--- config.mk ---
export PLATFORM = sky130hd
export DESIGN_NAME = otsu_front
export DESIGN_NICKNAME = d
export VERILOG_FILES = /design/src/otsu_pkg.sv /design/src/otsu_front.sv
export SDC_FILE = /design/constraint.sdc
export NUM_CORES = 1
export LEC_CHECK = 0
export ABC_AREA = 1
export BUFFER_PORTS_ARGS = -buffer_cell sky130_fd_sc_hd__buf_4
export CAP_MARGIN = 20
export CORE_ASPECT_RATIO = 1.2
export CORE_MARGIN = 3
export CORE_UTILIZATION = 50
export DETAILED_ROUTE_END_ITERATION = 6
export PLACE_DENSITY = 0.67
export SYNTH_ARGS = -nofsm -noshare
export SYNTH_HDL_FRONTEND = slang
export SYNTH_SLANG_ARGS = --single-unit
--- constraint.sdc ---
create_clock -name clk_i -period 6.41 [get_ports clk_i]
set_input_delay 0.641 -clock clk_i [delete_from_list [all_inputs] [get_ports clk_i]]
set_output_delay 0.641 -clock clk_i [all_outputs]
set_load 0.01 [all_outputs]
--- src/otsu_pkg.sv ---
package otsu_pkg;

  // Histogram geometry
  localparam int NUM_BINS   = 256;
  localparam int COUNT_BITS = 24;
  localparam int SUM_W      = 32;
  localparam int IDX_W      = $clog2(NUM_BINS + 1);
  localparam int ADDR_W     = $clog2(NUM_BINS);
  localparam int THR_W      = 8;

  // Variance arithmetic widths
  localparam int MW      = 32;
  localparam int AB_W    = COUNT_BITS + SUM_W;
  localparam int DEN_W   = 2 * COUNT_BITS;
  localparam int SQ_W    = 2 * AB_W;
  localparam int PROD_W  = SQ_W + AB_W;

  // Digit-serial multiplier
  localparam int DIGIT_W   = 8;
  localparam int MUL_STEPS = (AB_W + DIGIT_W - 1) / DIGIT_W;
  localparam int STEP_W    = $clog2(MUL_STEPS + 1);

  // Tie averaging and rounding divide
  localparam int TS_W     = 2 * ADDR_W;
  localparam int NUM_W    = TS_W + 2;
  localparam int REM_W    = IDX_W + 2;
  localparam int DIVCNT_W = $clog2(NUM_W);

  // Stream widths
  localparam int IN_TDATA_W  = ((COUNT_BITS + 7) / 8) * 8;
  localparam int OUT_TDATA_W = ((THR_W + 1 + 7) / 8) * 8;

  // Job queue
  localparam int FIFO_DEPTH = 2;
  localparam int FPTR_W     = $clog2(FIFO_DEPTH);

  typedef struct packed {
    logic [IDX_W-1:0]      n;
    logic [COUNT_BITS-1:0] tot;
    logic [SUM_W-1:0]      tsum;
  } job_t;

  typedef struct packed {
    logic                  en;
    logic [ADDR_W-1:0]     addr;
    logic [COUNT_BITS-1:0] cnt;
    logic [SUM_W-1:0]      sum;
  } wr_t;

  typedef enum logic [3:0] {
    S_IDLE,
    S_READ,
    S_MUL_A,
    S_MUL_B,
    S_MUL_DEN,
    S_CHECK,
    S_SQ,
    S_LHS,
    S_RHS,
    S_CMP,
    S_NEXT,
    S_DIV,
    S_DONE
  } back_state_e;

endpackage

--- src/otsu_front.sv ---
module otsu_front (
  input  logic                           clk_i,
  input  logic                           rst_ni,
  input  logic                           valid_i,
  output logic                           ready_o,
  input  logic [otsu_pkg::COUNT_BITS-1:0] bin_count_i,
  input  logic                           last_bin_i,
  input  logic                           hold_i,
  output otsu_pkg::wr_t                  wr_o,
  output logic                           push_o,
  output otsu_pkg::job_t                 job_o
);
  import otsu_pkg::*;

  logic [IDX_W-1:0]      idx_q, idx_d;
  logic [COUNT_BITS-1:0] pc_q, pc_d, cnt_new;
  logic [SUM_W-1:0]      ps_q, ps_d, sum_new;
  logic                  acc, room;

  assign ready_o = !hold_i;
  assign acc     = valid_i && ready_o;
  assign room    = idx_q < IDX_W'(NUM_BINS);

  // Running prefix count and level-weighted sum
  assign cnt_new = pc_q + bin_count_i;
  assign sum_new = ps_q + SUM_W'(idx_q) * SUM_W'(bin_count_i);

  // Store the prefix entry of this level
  always_comb begin
    wr_o.en   = acc && room;
    wr_o.addr = idx_q[ADDR_W-1:0];
    wr_o.cnt  = cnt_new;
    wr_o.sum  = sum_new;
  end

  // Hand a finished histogram to the search
  always_comb begin
    push_o     = acc && last_bin_i;
    job_o.n    = room ? idx_q + 1'b1 : idx_q;
    job_o.tot  = room ? cnt_new : pc_q;
    job_o.tsum = room ? sum_new : ps_q;
  end

  always_comb begin
    idx_d = idx_q;
    pc_d  = pc_q;
    ps_d  = ps_q;
    if (acc) begin
      if (last_bin_i) begin
        idx_d = '0;
        pc_d  = '0;
        ps_d  = '0;
      end else if (room) begin
        idx_d = idx_q + 1'b1;
        pc_d  = cnt_new;
        ps_d  = sum_new;
      end
    end
  end

  always_ff @(posedge clk_i or negedge rst_ni) begin
    if (!rst_ni) begin
      idx_q <= '0;
      pc_q  <= '0;
      ps_q  <= '0;
    end else begin
      idx_q <= idx_d;
      pc_q  <= pc_d;
      ps_q  <= ps_d;
    end
  end

endmodule

# After elaboration in Yosys (flattened, before gate mapping)
# Index checks and enable logic that the tools add are counted.
# totals
reg_bits	65
output_inout_bits	132
elab_cells	18
# classes
reduce_logical	4
n_addsub	3
mux	6
magnitude_cmp	1
mul	1
# op_table
op	n
32-bit 2-to-1 mux	2
24-bit 2-to-1 mux	2
32-bit adder	1
9-bit by 24-bit multiplier with 32-bit output	1
24-bit adder	1
9-bit 2-to-1 mux	2
9-bit by 1-bit adder with 9-bit output (second input constant)	1
9-bit < comparator (second input constant)	1
1-bit logical AND	3
1-bit logical NOT	1

# Longest topological paths before layout
# Gate-level depths: netlist (run 1).
# depth
depth_word	4
depth_mapped	27
depth_no_buf	24

# Worst setup path before layout (run 1)
# OpenSTA, ideal clock, no wires.
# synth_timing
path_type	input to output
from	in bin_count_i[7] in the netlist's numbering
to	out job_o[17] in the netlist's numbering
n_path_buf	1
t_required_ns	5.769
setup_slack_ns	0.822
stages	21
arrival_time_ns	4.947
path_cell_list	clkbuf_1 nand2_1 fa_1 inv_1 fa_1 inv_1 fa_1 inv_1 fa_1 inv_1 fa_1 inv_1 ha_1 nand2_1 inv_1 a21oi_1 nand2_1 nand2_1 nand2_1 xnor2_1 a21boi_0
# synth_lines
element	line	text
start, declared	otsu_front.sv:6	input logic [otsu_pkg::COUNT_BITS-1:0] bin_count_i,
end, declared	otsu_front.sv:11	output otsu_pkg::job_t job_o

==> metrics.yaml, run 1 <==
cts.clk_slew.worst_paths_ps: 70
gp_congestion: 0.924
cpMaxStageDelayCell: "dfrtp_4"
synth_area_leaders: "fa_1, nand2_1, inv_1"
multiInputGateArea_mm2: 0.00956
vdd_drop_max_mv: 0.348
synth_area_leader_cell: "fa_1"
fin_cells: 2495
leakage_nw: 9.89
fin_nets: 2448
grt_pass1_vias: 13044
fill_cells: 2585
synthCells: 2033
die_w_um: 156
synth_edf_count: 0
crit_type: "reg -> out"
critical_path_depth: 20
synth_warnings: 0
finalHoldWorstSlack_ps: 443
grt_pass1_wl_um: 68900
synth_top_area_share: 0.271
setup_ws_ps: 221
tightest_slew_ps: 1080
yosys-top-cells-count: "nand2_1, inv_1, fa_1, nand3_1, ha_1"
grt_setup_unrepaired: "no"
htreeDepth: 3
clkLatencyLatePin_ps: 360
area_delta_synth_final_pct: 15.0
drtPass1Iterations: 6
total_power_mw: 5.75
period_share: 0.965
setup_viol: 0
setup-tns-final_ps: 0
drt-total-wl_um: 43100
drv_cap: 0
end_kind: "primary output"
dpl.cell_count: 2476
async_reset_ff_frac: 1.00
seq_area_frac_synth: 0.121
layout-drive-gt1-share: 0.122
path_buf_inv: 7
ff2ff_path_depth: 21
grt_max_degree: 66
clk_path_buf_depth: 2
port-buffer-count: 160
antenna_found_initial: 0
routedWlPerCell_um: 17.3
cts_num_sinks: 65
worstPathMaxFanout: 13
crit_family: "adder cells"
worstPathRequired_ps: 5770
postSynthAreaPerCell_um2: 6.63
p_per_area_mw_per_mm2: 371
regArea_mm2: 0.00164
ys_types: 39
num_vias: 12791
crit_top_cell: "fa_1"
drcViolationCount: 0
synth_seq_cells: 65
cts_made_buffers: 9
cp-start-kind: "flip-flop"
num_rows: 65
drt-vias-per-instance: 5.13
dp_slack_ps: 288
max_freq_ghz: 0.162
cts_tree: "yes"
ios: 161
netlist_area_mm2: 0.0135
holdCritPathClass: "in -> async"
core_area_mm2: 0.0264
synthFlopType: "dfrtp_1"
synth_most_common_cell: "nand2_1"
slew_violations: 0
status: "complete, no violations"
critPathMaxStageDelay_ps: 590
cp.arrival_ps: 5550
period_minus_slack_ps: 6190
final_hold_viol_count: 0
relSlewSlack: 0.276
drt-initial-drc-count: 880
overflow: 0
syn_nets: 2326
initial_utilization: 0.510
grt_usage: 0.307
dp_hpwl_um: 34700
drt.antenna.violating_nets: 0
antennaDiodeCount: 0
finClkSkew_ps: 11.2
cts_root_buf: "clkbuf_16"
dieArea_mm2: 0.0290
die_y_um: 186
worstPathCellList: "buf_6 -> nand2_1 -> inv_1 -> fa_1 -> fa_1 -> fa_1 -> fa_1 -> inv_1 -> fa_1 -> inv_1 -> ha_1 -> nand2_2 -> inv_1 -> a21oi_2 -> nand3_2 -> buf_4 -> xor2_1 -> nand2_1 -> nand2_1 -> buf_4"
==> per-layer routing <==
metal / vias to the layer above / global-route usage / share of wire
li1: 6134 / - / -
met1: 6132 / 0.359 / 0.40
met2: 424 / 0.550 / 0.50
met3: 101 / 0.0400 / 0.052
met4: 0 / 0.155 / 0.054
met5: - / 0 / 0
==> sequential cells by signal (all words and copies together) (netlist names) <==
name	cells
ps_q	32
pc_q	24
idx_q	9
==> repair_timing <==
action	in CTS	in global routing
pin swaps	0	0
hold endpoints to repair	0	0
gates resized for setup	2	33
buffers inserted	0	3
setup endpoints to repair	2	23
hold buffers	0	0
==> worst register-to-register path: cells and delay by family (launching register included) <==
| kind | cells | cell delay [ps] |
|---|---|---|
| flops | 1 | 590 |
| fa+ha+maj | 6 | 2740 |
| buf+inv | 6 | 610 |
| xor+xnor | 1 | 260 |
| compound gates | 1 | 190 |
| simple gates | 7 | 790 |
==> final cells by class <==
cell class / count / share of cell area
Clock buffer: 10 / 0.0148
Tap cell: 335 / 0.0271
Sequential cell: 65 / 0.106
Timing Repair Buffer: 196 / 0.101
Clock inverter: 6 / 0.00581
Inverter: 532 / 0.129
Multi-Input combinational cell: 1351 / 0.617
==> cell usage in the layout (no fill, tap or decap), drive strengths merged, types with 8 or more instances in the layout <==
cell type,n
a21boi,9
a21oi,43
and2,24
buf,196
clkbuf,10
dfrtp,65
fa,182
ha,82
inv,533
nand2,704
nand3,102
nor2,61
nor3,8
o21ai,44
o22ai,14
or2,16
xnor2,15
xor2,22
==> final timing paths <==
path	start	to	slack, ps
max in group asynchronous	rst_ni	idx_q[8]	5210
setup / recovery	idx_q[8]	job_o[13]	220
hold reg to reg	ps_q[28]	ps_q[28]	490
min in group clk_i	ps_q[28]	ps_q[28]	490
setup reg to reg	idx_q[8]	ps_q[13]	1140
hold / removal	rst_ni	pc_q[2]	440
==> stage by stage <==
step | util | instance area (µm²)
6_report | 0.586 | 15500
5_1_grt | 0.586 | 15500
4_1_cts | 0.581 | 15300
3_5_place_dp | 0.568 | 15000
3_3_place_gp | 0.568 | 15000
2_1_floorplan | - | 13500
==> report_power, final <==
group / leakage [nW] / internal (mW) / switching, mW
Combinational: 8.88 / 1.80 / 2.73
Clock: 0.153 / 0.344 / 0.235
Sequential: 0.858 / 0.539 / 0.0945
==> kinds of logic after synthesis <==
group | Yosys count | synth area share
fa+ha+maj | 264 | 0.347
xor+xnor | 37 | 0.0241
compound gates | 125 | 0.0531
simple gates | 925 | 0.279
flops | 65 | 0.121
buf+inv | 617 | 0.176
Note: power is estimated with default switching activity, not from simulation.
==> inputs of run 2 (changes only) <==
BUFFER_PORTS_ARGS = -buffer_cell sky130_fd_sc_hd__clkbuf_2   (was -buffer_cell sky130_fd_sc_hd__buf_4)
==> metrics.yaml, run 2 (synthesis gave the netlist of run 1 again) <==
fin_cells: 2503
reg_top3: "ps_q: 32 flops, pc_q: 24 flops, idx_q: 9 flops"
die_w_um: 156
crit_type: "reg -> out"
largest_reg_flops: 32
dieArea_mm2: 0.0290
p_comb_frac: 0.787
p_int_mw: 2.32
crit_top_cell: "nand2_1"
max_freq_ghz: 0.162
finClkSkew_ps: 14.9
worstPathMaxFanout: 12
layout_common_cells: "nand2_1, inv_1, fa_1"
num_rows: 65
fin_nets: 2456
p_seq_frac: 0.119
fin_util: 0.574
period_share: 0.964
worstPathCellList: "buf_4 -> buf_4 -> nand2_1 -> fa_1 -> inv_1 -> fa_1 -> ha_1 -> inv_1 -> fa_1 -> inv_1 -> fa_1 -> ha_1 -> nand2_1 -> nor2_1 -> nand2_1 -> nand3_1 -> nand2_1 -> nand2_2 -> nand2_1 -> nand3_1 -> nand3_1 -> and2_1 -> clkbuf_2"
drt-vias-per-instance: 5.13
dpl.cell_count: 2477
num_vias: 12848
leakage_nw: 9.79
holdCritPathClass: "in -> async"
antenna_found_initial: 0
cp-start-kind: "flip-flop"
critPathMaxStageDelay_ps: 540
ff2ff_setup_slack_ps: 1150
fill_cells: 2641
p_per_area_mw_per_mm2: 354
cts_tree: "yes"
tightest_slew_ps: 1040
ios: 161
worstPathRequired_ps: 5770
core_area_mm2: 0.0264
largest_register: "ps_q"
htreeDepth: 3
cts.clk_slew.worst_paths_ps: 60
antennaDiodeCount: 0
gp_congestion: 0.978
end_kind: "primary output"
area_delta_synth_final_pct: 12.6
drv_cap: 0
drt-total-wl_um: 42300
slew_violations: 0
cpMaxStageDelayCell: "fa_1"
setup_viol: 0
drtPass1Iterations: 5
period_minus_slack_ps: 6180
final_hold_viol_count: 0
clk_path_buf_depth: 2
relSlewSlack: 0.305
clkLatencyLatePin_ps: 360
layout-drive-gt1-share: 0.135
port-buffer-count: 160
total_power_mw: 5.36
layout_commonest_cell: "nand2_1"
drt-initial-drc-count: 779
drt.antenna.violating_nets: 0
die_y_um: 186
cts_num_sinks: 65
dp_hpwl_um: 34100
cts_hold_buf: 0
finalHoldWorstSlack_ps: 457
grt_max_degree: 66
routedWlPerCell_um: 16.9
drcViolationCount: 0
grt_pass1_vias: 12970
overflow: 0
grt_pass1_wl_um: 67600
cts_made_buffers: 9
vdd_drop_max_mv: 0.301
initial_utilization: 0.510
pwr-share-clk: 0.094
swShare: 0.568
grt_usage: 0.299
cts_root_buf: "clkbuf_16"
switching_power_mw: 3.05
cp.arrival_ps: 5540
status: "complete, no violations"
-- run 2: cell types whose count changed in the layout (fill, tap and decap cells not counted), sizes merged --
cell      change
buf         -151
bufinv        -2
clkinv        -1
inv           -1
clkinvlp      +3
clkbuf      +160
-- run 2: what timing repair did --
action                                 4_1_cts  5_1_grt
gates resized for setup                      2       49
setup endpoints to repair                   16       31
pin swaps                                    0        3
endpoints found under the hold margin        0        0
setup buffers                                0       10
-- run 2: final timing paths --
check / startpoint / endpoint / cells after the start
max in group asynchronous: rst_ni / idx_q[0] / 1
setup / recovery: idx_q[0] / job_o[30] / 23
hold reg to reg: ps_q[30] / ps_q[30] / 2
setup reg to reg: idx_q[0] / ps_q[11] / 23
min in group clk_i: ps_q[30] / ps_q[30] / 2
hold / removal: rst_ni / pc_q[2] / 1
-- run 2: layout make-up --
class	count	area [µm²]	share of cell area
timing repair buffer	204	1190	0.0788
clock inverter	5	38.8	0.00256
clock buffer	11	243	0.0160
multi-input combinational	1351	9630	0.635
tap	335	419	0.0276
sequential	65	1640	0.108
inverter	532	2000	0.132
-- run 2: worst max-delay path: cells and delay by family (launching register included) --
family / cells / cell delay (ps)
adder cells (fa/ha/maj): 6 / 2590
AND/OR/NAND/NOR: 11 / 1410
flip-flops: 1 / 480
buffers and inverters: 6 / 700
-- run 2: metal layers --
metal / share of wire / GRT usage
met3: 0.063 / 0.0453
met5: 0 / 0
met4: 0.056 / 0.155
met1: 0.39 / 0.353
met2: 0.49 / 0.528
-- run 2: power by group through the flow --
stage / logic, mW / clock network (mW) / registers [mW]
2_1_floorplan: 2.47 / 0 / 0.609
6_report: 4.22 / 0.504 / 0.639
5_1_grt: 4.67 / 0.526 / 0.655
4_1_cts: 4.12 / 0.515 / 0.640
3_5_place_dp: 4.09 / 0 / 0.646
3_3_place_gp: 4.06 / 0 / 0.642
-- run 2: stage by stage --
step | setup slack, ps | setup TNS [ps] | instance area, µm²
floorplan | 822 | 0 | 13500
global placement | 283 | 0 | 14600
detailed placement | 224 | 0 | 14600
CTS | 59.0 | 0 | 14900
global route | -5.77 | -8.76 | 15200
finish | 231 | 0 | 15200
