### src/otsu_pkg.sv
package otsu_pkg;

  // Histogram geometry
  localparam int NUM_BINS   = 256;
  localparam int COUNT_BITS = 24;
  localparam int SUM_W      = 32;
  localparam int IDX_W      = $clog2(NUM_BINS + 1);
  localparam int ADDR_W     = $clog2(NUM_BINS);
  localparam int THR_W      = 8;

  // Variance arithmetic widths
  localparam int MW      = 32;
  localparam int AB_W    = COUNT_BITS + SUM_W;
  localparam int DEN_W   = 2 * COUNT_BITS;
  localparam int SQ_W    = 2 * AB_W;
  localparam int PROD_W  = SQ_W + AB_W;

  // Digit-serial multiplier
  localparam int DIGIT_W   = 8;
  localparam int MUL_STEPS = (AB_W + DIGIT_W - 1) / DIGIT_W;
  localparam int STEP_W    = $clog2(MUL_STEPS + 1);

  // Tie averaging and rounding divide
  localparam int TS_W     = 2 * ADDR_W;
  localparam int NUM_W    = TS_W + 2;
  localparam int REM_W    = IDX_W + 2;
  localparam int DIVCNT_W = $clog2(NUM_W);

  // Stream widths
  localparam int IN_TDATA_W  = ((COUNT_BITS + 7) / 8) * 8;
  localparam int OUT_TDATA_W = ((THR_W + 1 + 7) / 8) * 8;

  // Job queue
  localparam int FIFO_DEPTH = 2;
  localparam int FPTR_W     = $clog2(FIFO_DEPTH);

  typedef struct packed {
    logic [IDX_W-1:0]      n;
    logic [COUNT_BITS-1:0] tot;
    logic [SUM_W-1:0]      tsum;
  } job_t;

  typedef struct packed {
    logic                  en;
    logic [ADDR_W-1:0]     addr;
    logic [COUNT_BITS-1:0] cnt;
    logic [SUM_W-1:0]      sum;
  } wr_t;

  typedef enum logic [3:0] {
    S_IDLE,
    S_READ,
    S_MUL_A,
    S_MUL_B,
    S_MUL_DEN,
    S_CHECK,
    S_SQ,
    S_LHS,
    S_RHS,
    S_CMP,
    S_NEXT,
    S_DIV,
    S_DONE
  } back_state_e;

endpackage

### src/otsu_fifo.sv
module otsu_fifo (
  input  logic           clk_i,
  input  logic           rst_ni,
  input  logic           push_i,
  input  otsu_pkg::job_t data_i,
  input  logic           pop_i,
  output otsu_pkg::job_t data_o,
  output logic           empty_o,
  output logic           full_o
);
  import otsu_pkg::*;

  job_t              mem_q [FIFO_DEPTH];
  logic [FPTR_W-1:0] wr_q, rd_q;
  logic [FPTR_W:0]   cnt_q;

  assign empty_o = cnt_q == '0;
  assign full_o  = cnt_q == (FPTR_W + 1)'(FIFO_DEPTH);
  assign data_o  = mem_q[rd_q];

  // Store pushed jobs
  always_ff @(posedge clk_i) begin
    if (push_i && !full_o) begin
      mem_q[wr_q] <= data_i;
    end
  end

  // Advance pointers and fill level
  always_ff @(posedge clk_i or negedge rst_ni) begin
    if (!rst_ni) begin
      wr_q  <= '0;
      rd_q  <= '0;
      cnt_q <= '0;
    end else begin
      if (push_i && !full_o) begin
        wr_q <= wr_q + 1'b1;
      end
      if (pop_i && !empty_o) begin
        rd_q <= rd_q + 1'b1;
      end
      cnt_q <= cnt_q + (FPTR_W + 1)'(push_i && !full_o) - (FPTR_W + 1)'(pop_i && !empty_o);
    end
  end

endmodule

### config.mk
export PLATFORM = sky130hd
export DESIGN_NAME = otsu_fifo
export DESIGN_NICKNAME = d
export VERILOG_FILES = /design/src/otsu_pkg.sv /design/src/otsu_fifo.sv
export SDC_FILE = /design/constraint.sdc
export NUM_CORES = 1
export LEC_CHECK = 0
export BUFFER_PORTS_ARGS = -buffer_cell sky130_fd_sc_hd__buf_2
export CAP_MARGIN = 20
export CELL_PAD_IN_SITES_DETAIL_PLACEMENT = 1
export CELL_PAD_IN_SITES_GLOBAL_PLACEMENT = 1
export CORE_MARGIN = 3
export CORE_UTILIZATION = 40
export DETAILED_ROUTE_END_ITERATION = 16
export MAX_ROUTING_LAYER = met4
export PLACE_DENSITY = 0.85
export SLEW_MARGIN = 5
export SYNTH_ARGS = -nofsm -noshare
export SYNTH_HDL_FRONTEND = slang
export SYNTH_SLANG_ARGS = --single-unit
### constraint.sdc
create_clock -name clk_i -period 3.8 [get_ports clk_i]
set_input_delay 0.76 -clock clk_i [delete_from_list [all_inputs] [get_ports clk_i]]
set_output_delay 0.76 -clock clk_i [all_outputs]
set_load 0.01 [all_outputs]
Word-level counts from Yosys, hierarchy flattened
Memories as Yosys holds them, arrays and structs flattened.
Index checks and enable logic that the tools add are counted.
{ "op_classes": {"n_mux": 2, "addsub": 4, "div_mod_pow": 0, "order_cmp": 0, "bitwise_logic": 0, "n_eq_ne": 1, "mul": 0, "reduce_logical": 5, "n_shift": 0} }
{ "op_table": {"columns": ["op", "count"], "rows": [
  ["1-bit adder, second input constant", 2],
  ["2-bit by 1-bit adder with 2-bit output", 1],
  ["2-bit == test, second input constant", 1],
  ["1-bit logical AND", 2],
  ["1-bit zero test", 2],
  ["2-bit zero test", 1],
  ["1-bit 2-to-1 mux", 2],
  ["2-bit by 1-bit subtractor with 2-bit output", 1]
]} }
{ "totals": {"output_inout_bits": 67, "elab_cells": 16, "ramBits": 130, "latchBits": 0, "ff_bits": 4, "mem_count": 1, "input_bits": 69, "rom_bits": 0} }
{ "memory_table": {"columns": ["memory", "words", "width", "rd", "rd_clocked_by_memory_dff", "wr", "line_no", "rtl"], "rows": [
  ["mem_q", 2, 65, 1, 0, 1, "otsu_fifo.sv:13", "job_t mem_q [FIFO_DEPTH];"]
]} }

Depth between registers and ports, before layout
Gate-level depths: netlist of run 1.
{ "logic_depth": {"ltp_word": 5, "depth_mapped": 7} }

Worst setup path before layout of run 1
No wires, ideal clock.
{ "synth_path": {"path_type": "input-to-reg", "start": "in push_i", "end": "mem mem_q[0][0] in the netlist's numbering, enable pin", "setup_time_ns": 0.488, "arrival_ns": 3.571, "n_path_buf": 0, "path_slack_ns": -0.259, "path_stages": 2, "required_ns": 3.312, "cell_sequence": "nand2_1 nor2_1"} }
{ "synth_between": {"elab_chain_cells": 3} }
{ "synth_rtl": {"columns": ["item", "line_no", "rtl"], "rows": [
  ["start, declared", "otsu_fifo.sv:4", "input logic push_i,"],
  ["1-bit logical AND", "otsu_fifo.sv:23", "if (push_i && !full_o) begin"],
  ["1-bit 2-to-1 mux", "otsu_fifo.sv:23", null],
  ["1-bit 2-to-1 mux (not written as such)", "otsu_fifo.sv:24", "mem_q[wr_q] <= data_i;"],
  ["end, declared", "otsu_fifo.sv:13", null]
]} }
No other way between the ends.

==> results of run 1 <==
## sequential cells by signal (all words and copies together), names as in the netlist
name and count:
wr_q 1, rd_q 1, cnt_q 2, mem_q 130
## metrics by stage
stage	setup slack (ns)	hold WS [ns]	utilization, %	std cells
2_1_floorplan	0.828	0.464	-	220
3_3_place_gp	1.34	0.487	48.7	519
3_5_place_dp	1.29	0.509	48.7	519
4_1_cts	0.847	0.134	53.4	551
5_1_grt	0.806	0.139	53.4	551
6_report	0.911	0.159	53.4	551
## final cells by class
type                            instances  area share (%)
Sequential cell                       134            61.8
Multi-Input combinational cell         77            15.2
Timing Repair Buffer                  138            11.0
Clock buffer                           17            6.56
Tap cell                              168            3.24
Clock inverter                         15            2.20
Inverter                                2           0.116
## Yosys cell counts
master / count / share of area, %
and3_1: 1 / 0.12
inv_1: 2 / 0.15
dfrtp_1: 4 / 2.0
nand2b_1: 1 / 0.12
nor2b_1: 1 / 0.12
mux2_4: 40 / 12
buf_6: 5 / 1.1
buf_2: 2 / 0.20
ha_1: 2 / 0.50
xor2_1: 1 / 0.17
nor2_1: 2 / 0.15
edfxtp_1: 130 / 77
nand2_1: 1 / 0.074
mux2_2: 25 / 5.6
xnor2_1: 3 / 0.52
## power by group
group	total [mW]	switching (mW)	leakage, nW	internal (mW)
Combinational	1.44	0.691	1.04	0.752
Sequential	2.23	0.204	1.25	2.03
Clock	1.56	0.556	0.285	1.01
Total	5.24	1.45	2.57	3.79
## logic make-up after synthesis
group / Yosys count / synth area share (%)
mux: 65 / 17.5
xor+xnor: 4 / 0.694
simple gates: 6 / 0.595
buf+inv: 9 / 1.46
fa+ha+maj: 2 / 0.495
flops: 134 / 79.3
## routing by layer
metal | track usage [%] | vias to the layer above
met5 | - | -
met4 | 6.74 | 0
met3 | 4.74 | 14
met2 | 24.6 | 93
met1 | 16.2 | 1264
li1 | - | 1170
## path summary, 6_finish.rpt
check | from | cells after the start | end | slack (ns)
hold reg to reg | cnt_q[1] | 1 | cnt_q[1] | 0.52
setup / recovery | rd_q | 3 | data_o[0] | 0.91
min in group clk_i | cnt_q[1] | 1 | cnt_q[1] | 0.52
max in group asynchronous | rst_ni | 1 | rd_q | 3.50
hold / removal | rst_ni | 1 | wr_q | 0.16
setup reg to reg | cnt_q[0] | 4 | mem_q[0][63] | 1.86
## worst max-delay path: stages (launching register included)
cell and delay, ns:
dfrtp_4 0.92, buf_12 0.29, mux2_2 0.36, buf_2 0.14
==> run metrics, run 1 <==
status completed; commonest non-fill, non-tap cell in the layout buf_2; post-DP HPWL 6400 um; die area 14000 um^2; crit path DAT 2.13 ns; time the worst path needs with I/O delays and setup 2.89 ns; via count about 2500; RSZ-0062 raised after global routing no; GRT Resource Usage Total 14.8%; layout cells sized above 1 60.6%; post_cts resized 0; Setup crit start kind register; final hold vios 0; Starting Density 41.5%; Worst Path Max Fanout 42; drc violations 0; synthesized area 5050 um^2; die height 118 um; fillers around 1200; IO buf count 135; flop and latch count out of synthesis 134; Diodes inserted 0; Rows 40; Unique masters post-synth 15; nature of the critical path endpoint output port; Setup Fix Bufs, Post-CTS 0; Slew headroom a little under two fifths; area of the multi-input gates about 1000 um^2; sequential cell area fraction in the yosys report 79.3%; metal3 WL 551 um; fmax 346 MHz; clock sink count between 100 and 150; pwr dens a little over 800 nW/um^2; IO Pins about 140; TritonCTS clock tree done; Least-Margin Pin Slew between 0.9 and 1 ns; most frequent cells in the layout 135 x buf_2, 130 x edfxtp_1, 40 x mux2_4; Core Region 12200 um^2; remaining antenna violation count 0; nets approximately 440; GPL Wtd Cong 0.729; CTS clk-pin slew, worst paths approximately 0.050 ns; first-pass GRT wire length approximately 15000 um; final wirelength 9680 um; clock skew 0.00367 ns; worst min-delay path category in -> async; Wirelength per Cell 17.6 um; CP Class reg -> out; P_leak 2.57 nW; FF+latch area 4010 um^2; Clock Path Buffers 2; Max H-tree Level 4; M1 WL around 4000 um; maximum VDD drop 436 uV; final setup fails 0; drt first pass iters 4; Setup TNS Final 0 ns; Top Layer Used met4; Yosys warning count 0; Final Instance Area around 6500 um^2; Gate Count Post-Synth 220; clock latency at the later pin of the worst-skew pair 0.40 ns; Initial DRC Count 96; Slew Viols, Final 0; Area after DPL 5920 um^2; syn_nets 291; Power Total about 5.2 mW; initial antenna violation count 0; Vias/cell 4.61; number of buffers created by CTS 17; Tcrit/Tclk final 76.0%; Syn-to-layout area delta 28.5%; clk root buf clkbuf_16; grt total ovfl 0; largest net degree at the start of global routing 66; syn avg cell area approximately 23 um^2; Max Cap Viol 0; hold-fix buffers at CTS 0; Die X-Extent roughly 120 um; critical path required time 3.04 ns; metal2 WL 4990 um; vias in the first global route roughly 2900
Note: power is estimated with default switching activity, not from simulation.
==> run 2: changes to the inputs <==
==> constraint.sdc (replaced) <==
create_clock -name clk_i -period 2.45 [get_ports clk_i]
set_input_delay 0.49 -clock clk_i [delete_from_list [all_inputs] [get_ports clk_i]]
set_output_delay 0.49 -clock clk_i [all_outputs]
set_load 0.01 [all_outputs]
==> run metrics, run 2 (synthesis gave the netlist of run 1 again) <==
status completed; layout cells sized above 1 59.9%; Wirelength per Cell 18.6 um; Setup crit start kind register; remaining antenna violation count 0; final setup fails 0; clock power share 26.6%; most frequent cells in the layout 135 x buf_2, 130 x edfxtp_1, 40 x mux2_4; Worst path slowest cell dfrtp_4; max reg flops 130; clock latency at the later pin of the worst-skew pair ~0.40 ns; worst min-delay path category in -> reg; slowest stage delay, CP 0.58 ns; Area after DPL 5960 um^2; fillers 1153; time the worst path needs with I/O delays and setup between 2 and 2.5 ns; fmax 450 MHz; Worst Path Max Fanout 20; die height 118 um; Vias/cell 4.58; drc violations 0; commonest non-fill, non-tap cell in the layout buf_2; drt first pass iters 4; clk root buf clkbuf_16; Starting Density 41.5%; RSZ-0062 raised after global routing no; Least-Margin Pin Slew about 0.6 ns; Tcrit/Tclk final 90.8%; vias in the first global route 2911; Max Cap Viol 0; Final Instance Area between 6000 and 7000 um^2; Die X-Extent around 120 um; combinational fraction of design power 31.0%; nets 447; final hold vios 0; crit-path cells buf_12, mux2_2, buf_2; R2R Path End mem_q[0][28]; met3 Track Usage GR approximately 4.6%; die area around 14000 um^2; hold path start data_i[15]; pwr dens 1220 nW/um^2; P_leak 2.56 nW; Clock Path Buffers 2; Diodes inserted 0; Reg power frac 42.5%; TritonCTS clock tree done; CTS clk-pin slew, worst paths 0.05 ns; Syn-to-layout area delta 28.0%; Max H-tree Level 4; grt met2 use 27.0%; RR Startpoint cnt_q[1]; clock sink count 134; gr busiest metal met2; clock skew 0.00502 ns; post-DP HPWL 7200 um; first-pass GRT wire length 16100 um; grt total ovfl 0; stages on the worst setup path 3; IO buf count 135; Initial DRC Count 141; initial antenna violation count 0; Rows 40; Slew Viols, Final 0; critical path required time 1.96 ns; met1 usage between 10% and 20%; nature of the critical path endpoint output port; via count 2543; sw power roughly 2.3 mW; Setup crit end data_o[52]; CP startpoint rd_q; number of buffers created by CTS 17; Non-Filler Instances 555; Setup TNS Final 0 ns; Register-to-Register Path Depth 4; placed insts 523; Layout Utilization 53.2%; Core Region between 10000 and 15000 um^2; CP Class reg -> out; IO Pins around 140; GPL Wtd Cong around 0.68; largest registers mem_q: 130 flops, cnt_q: 2 flops; final wirelength 10300 um; GRT Resource Usage Total 15.7%; crit path DAT around 1.7 ns; Top delay family on crit path flip-flops; sw frac 28.6%; maximum VDD drop about 560 uV; Slew headroom 60.3%; Power Internal 5.63 mW; R2R Setup Slk around 0.8 ns; worst path bufs/invs 2; Top reg by flops mem_q; post_cts resized 0; largest net degree at the start of global routing 43
run 2: cell count changes in the layout (fill, tap and decap cells not counted):
cell / change
buf_12: +1
clkinv_1: -3
and3_2: +1
buf_4: +3
and3_4: -1
buf_8: +1
bufinv_16: -3
dlygate4sd3_1: +1
clkbuf_1: +6
clkinvlp_4: +1
clkinv_2: -3
run 2: routing by layer:
layer  vias to the layer above  wire (um)  part of all wire, %
li1                       1179          -                    -
met1                      1253       4040                   39
met2                        97       5550                   54
met3                        14        560                  5.4
met4                         0        153                  1.5
met5                         -          0                    0
run 2: stage by stage:
step | power, mW | worst slack, ns | hold WS [ns]
floorplan | 4.96 | 0.447 | 0.194
detailed placement | 5.87 | 0.483 | 0.309
finish | 7.89 | 0.225 | 0.274
global route | 8.32 | 0.154 | 0.246
CTS | 7.98 | 0.0389 | 0.252
global placement | 5.75 | 0.511 | 0.304
run 2: timing repair:
action | CTS | global route
hold buffers | 1 | 0
endpoints found under the hold margin | 4 | 0
setup endpoints to repair | 0 | 1
setup buffers | 0 | 1
run 2: final cells by class:
type | count | area (um^2) | share of cell area (%)
flip-flops and latches | 134 | 4010 | 62.0
repair buffers | 144 | 778 | 12.0
clock inverters | 7 | 33.8 | 0.522
clock buffers | 23 | 448 | 6.93
well taps | 168 | 210 | 3.25
multi-input cells | 77 | 981 | 15.2
inverters | 2 | 7.51 | 0.116
run 2: power by group through the flow:
stage	Clock, mW	Sequential (mW)	Combinational [mW]
finish	2.10	3.35	2.44
global route	2.27	3.40	2.64
CTS	2.15	3.41	2.43
detailed placement	0	3.45	2.42
global placement	0	3.39	2.36
floorplan	0	3.29	1.68
run 2: worst register-to-register path, delay by kind of cell (launching register included):
family                 cells  cell delay [ns]
DFF                        1             0.40
and+or+nand+nor            3             0.38
buffers and inverters      1             0.50
run 2: how the worst min path moves through the flow:
stage          cells past startpoint           end
2_1_floorplan                      0      cnt_q[0]
3_3_place_gp                       1      cnt_q[0]
3_5_place_dp                       1      cnt_q[0]
4_1_cts                            1  mem_q[1][59]
5_1_grt                            1  mem_q[1][59]
6_report                           1  mem_q[0][15]
==> run 3: changes to the inputs <==
--- a/config.mk
+++ b/config.mk
@@ -9,7 +9,7 @@
 export CAP_MARGIN = 20
 export CELL_PAD_IN_SITES_DETAIL_PLACEMENT = 1
 export CELL_PAD_IN_SITES_GLOBAL_PLACEMENT = 1
-export CORE_MARGIN = 3
+export CORE_MARGIN = 5
 export CORE_UTILIZATION = 40
 export DETAILED_ROUTE_END_ITERATION = 16
 export MAX_ROUTING_LAYER = met4
==> run metrics, run 3 (synthesis gave the netlist of run 1 again) <==
commonest non-fill, non-tap cell in the layout buf_2; Rows 41; GRT Resource Usage Total 14.4%; Vias/cell 4.57; status completed; grt met2 use 25.2%; most frequent cells in the layout 135 x buf_2, 130 x edfxtp_1, 40 x mux2_4; Core Region 12500 um^2; worst min-delay path category in -> reg; via count 2557; initial antenna violation count 0; RSZ-0062 raised after global routing no; clock sink count 134; remaining antenna violation count 0; pwr dens ~1200 nW/um^2; Power Total 8.12 mW; die area 15000 um^2; fillers 1205; Least-Margin Pin Slew 0.469 ns; fmax 450 MHz; largest registers mem_q: 130 flops, cnt_q: 2 flops; Tcrit/Tclk final 90.8%; met1 usage roughly 14%; time the worst path needs with I/O delays and setup 2.22 ns; final hold vios 0; IO buf count 135; post-DP HPWL about 6900 um; Layout Utilization 52.3%; vias in the first global route just under 3000; CTS clk-pin slew, worst paths 0.05 ns; Syn-to-layout area delta 29.6%; clock latency at the later pin of the worst-skew pair between 0.4 and 0.5 ns; Initial DRC Count between 100 and 150; Max H-tree Level 4; post_cts resized 0; Place WS 0.488 ns; CP Class reg -> out; first-pass GRT wire length 15200 um; met3 Track Usage GR 4.75%; crit-path cells buf_12, mux2_2, buf_2; Worst Path Max Fanout 24; drt first pass iters 4; Setup TNS Final 0 ns; critical path required time just under 2 ns; slowest stage delay, CP 0.56 ns; Non-Filler Instances between 500 and 600; drc violations 0; Max Cap Viol 0; Diodes inserted 0; crit path DAT around 1.7 ns; number of buffers created by CTS 17; final setup fails 0; maximum VDD drop 592 uV; Die X-Extent 122 um; layout cells sized above 1 60.8%; die height 122 um; max reg flops 130; Worst path slowest cell dfrtp_4; clock skew between 0.007 and 0.008 ns; clk root buf clkbuf_16; nature of the critical path endpoint output port; placed insts 526; IO Pins 136; worst setup margin about 0.23 ns; P_leak between 2 and 3 nW; Clock Path Buffers 2; nets 446; grt total ovfl 0; Slew headroom 68.7%; GPL Wtd Cong 0.645; Slew Viols, Final 0; final wirelength 9890 um; TritonCTS clock tree done; Top reg by flops mem_q; Wirelength per Cell approximately 18 um; largest net degree at the start of global routing 35; Setup crit start kind register; Starting Density 40.3%; gr busiest metal met2
[run 3: cell types whose count changed in the layout (fill, tap and decap cells not counted), sizes merged]
cell / previous run / this run
clkinv: 6 / 11
buf: 143 / 142
clkbuf: 23 / 18
bufinv: 0 / 2
[run 3: worst max-delay path, delay by kind of cell (launching register included)]
| family | cells | cell delay (ns) |
|---|---|---|
| flops | 1 | 0.56 |
| buf+inv | 2 | 0.38 |
| mux | 1 | 0.36 |
[run 3: path summary, 6_finish.rpt]
path | start | slack [ns] | depth (start not counted) | end
worst max register to register | cnt_q[0] | 0.80 | 7 | cnt_q[1]
worst min-delay path | data_i[63] | 0.27 | 1 | mem_q[1][63]
min in group asynchronous | rst_ni | 0.41 | 2 | cnt_q[0]
worst min register to register | cnt_q[1] | 0.52 | 1 | cnt_q[1]
max in group asynchronous | rst_ni | 1.90 | 2 | rd_q
worst max-delay path | rd_q | 0.23 | 3 | data_o[52]
[run 3: per-layer routing]
metal	share of wire (%)	routed length, um	vias to the layer above
met1	38	3730	1266
met3	7.3	724	13
met4	1.7	165	0
met2	53	5270	98
li1	-	-	1180
met5	0	0	-
[run 3: final cells by class]
class | instances | area (um^2) | area share [%]
clock buffers | 18 | 429 | 6.56
clock inverters | 14 | 116 | 1.78
inverters | 2 | 7.51 | 0.115
multi-input cells | 77 | 985 | 15.0
flip-flops and latches | 134 | 4010 | 61.2
well taps | 172 | 215 | 3.29
repair buffers | 143 | 783 | 12.0
[run 3: where the power goes]
| part | internal (mW) | total, mW | switching, mW |
|---|---|---|---|
| Sequential | 3.14 | 3.34 | 0.192 |
| Combinational | 1.24 | 2.46 | 1.22 |
| Clock | 1.46 | 2.33 | 0.869 |
| Total | 5.85 | 8.12 | 2.28 |
[run 3: metrics by stage]
| step | hold slack [ns] | instance area (um^2) |
|---|---|---|
| after global routing | 0.240 | 6540 |
| after floorplan | 0.194 | 5060 |
| after CTS | 0.241 | 6530 |
| after detailed placement | 0.307 | 5970 |
| after global placement | 0.301 | 5970 |
| final | 0.265 | 6540 |
[run 3: what timing repair did]
action                     CTS  global route
buffers inserted             0             1
hold endpoints to repair     4             0
hold buffers                 1             0
setup endpoints to repair    0             3
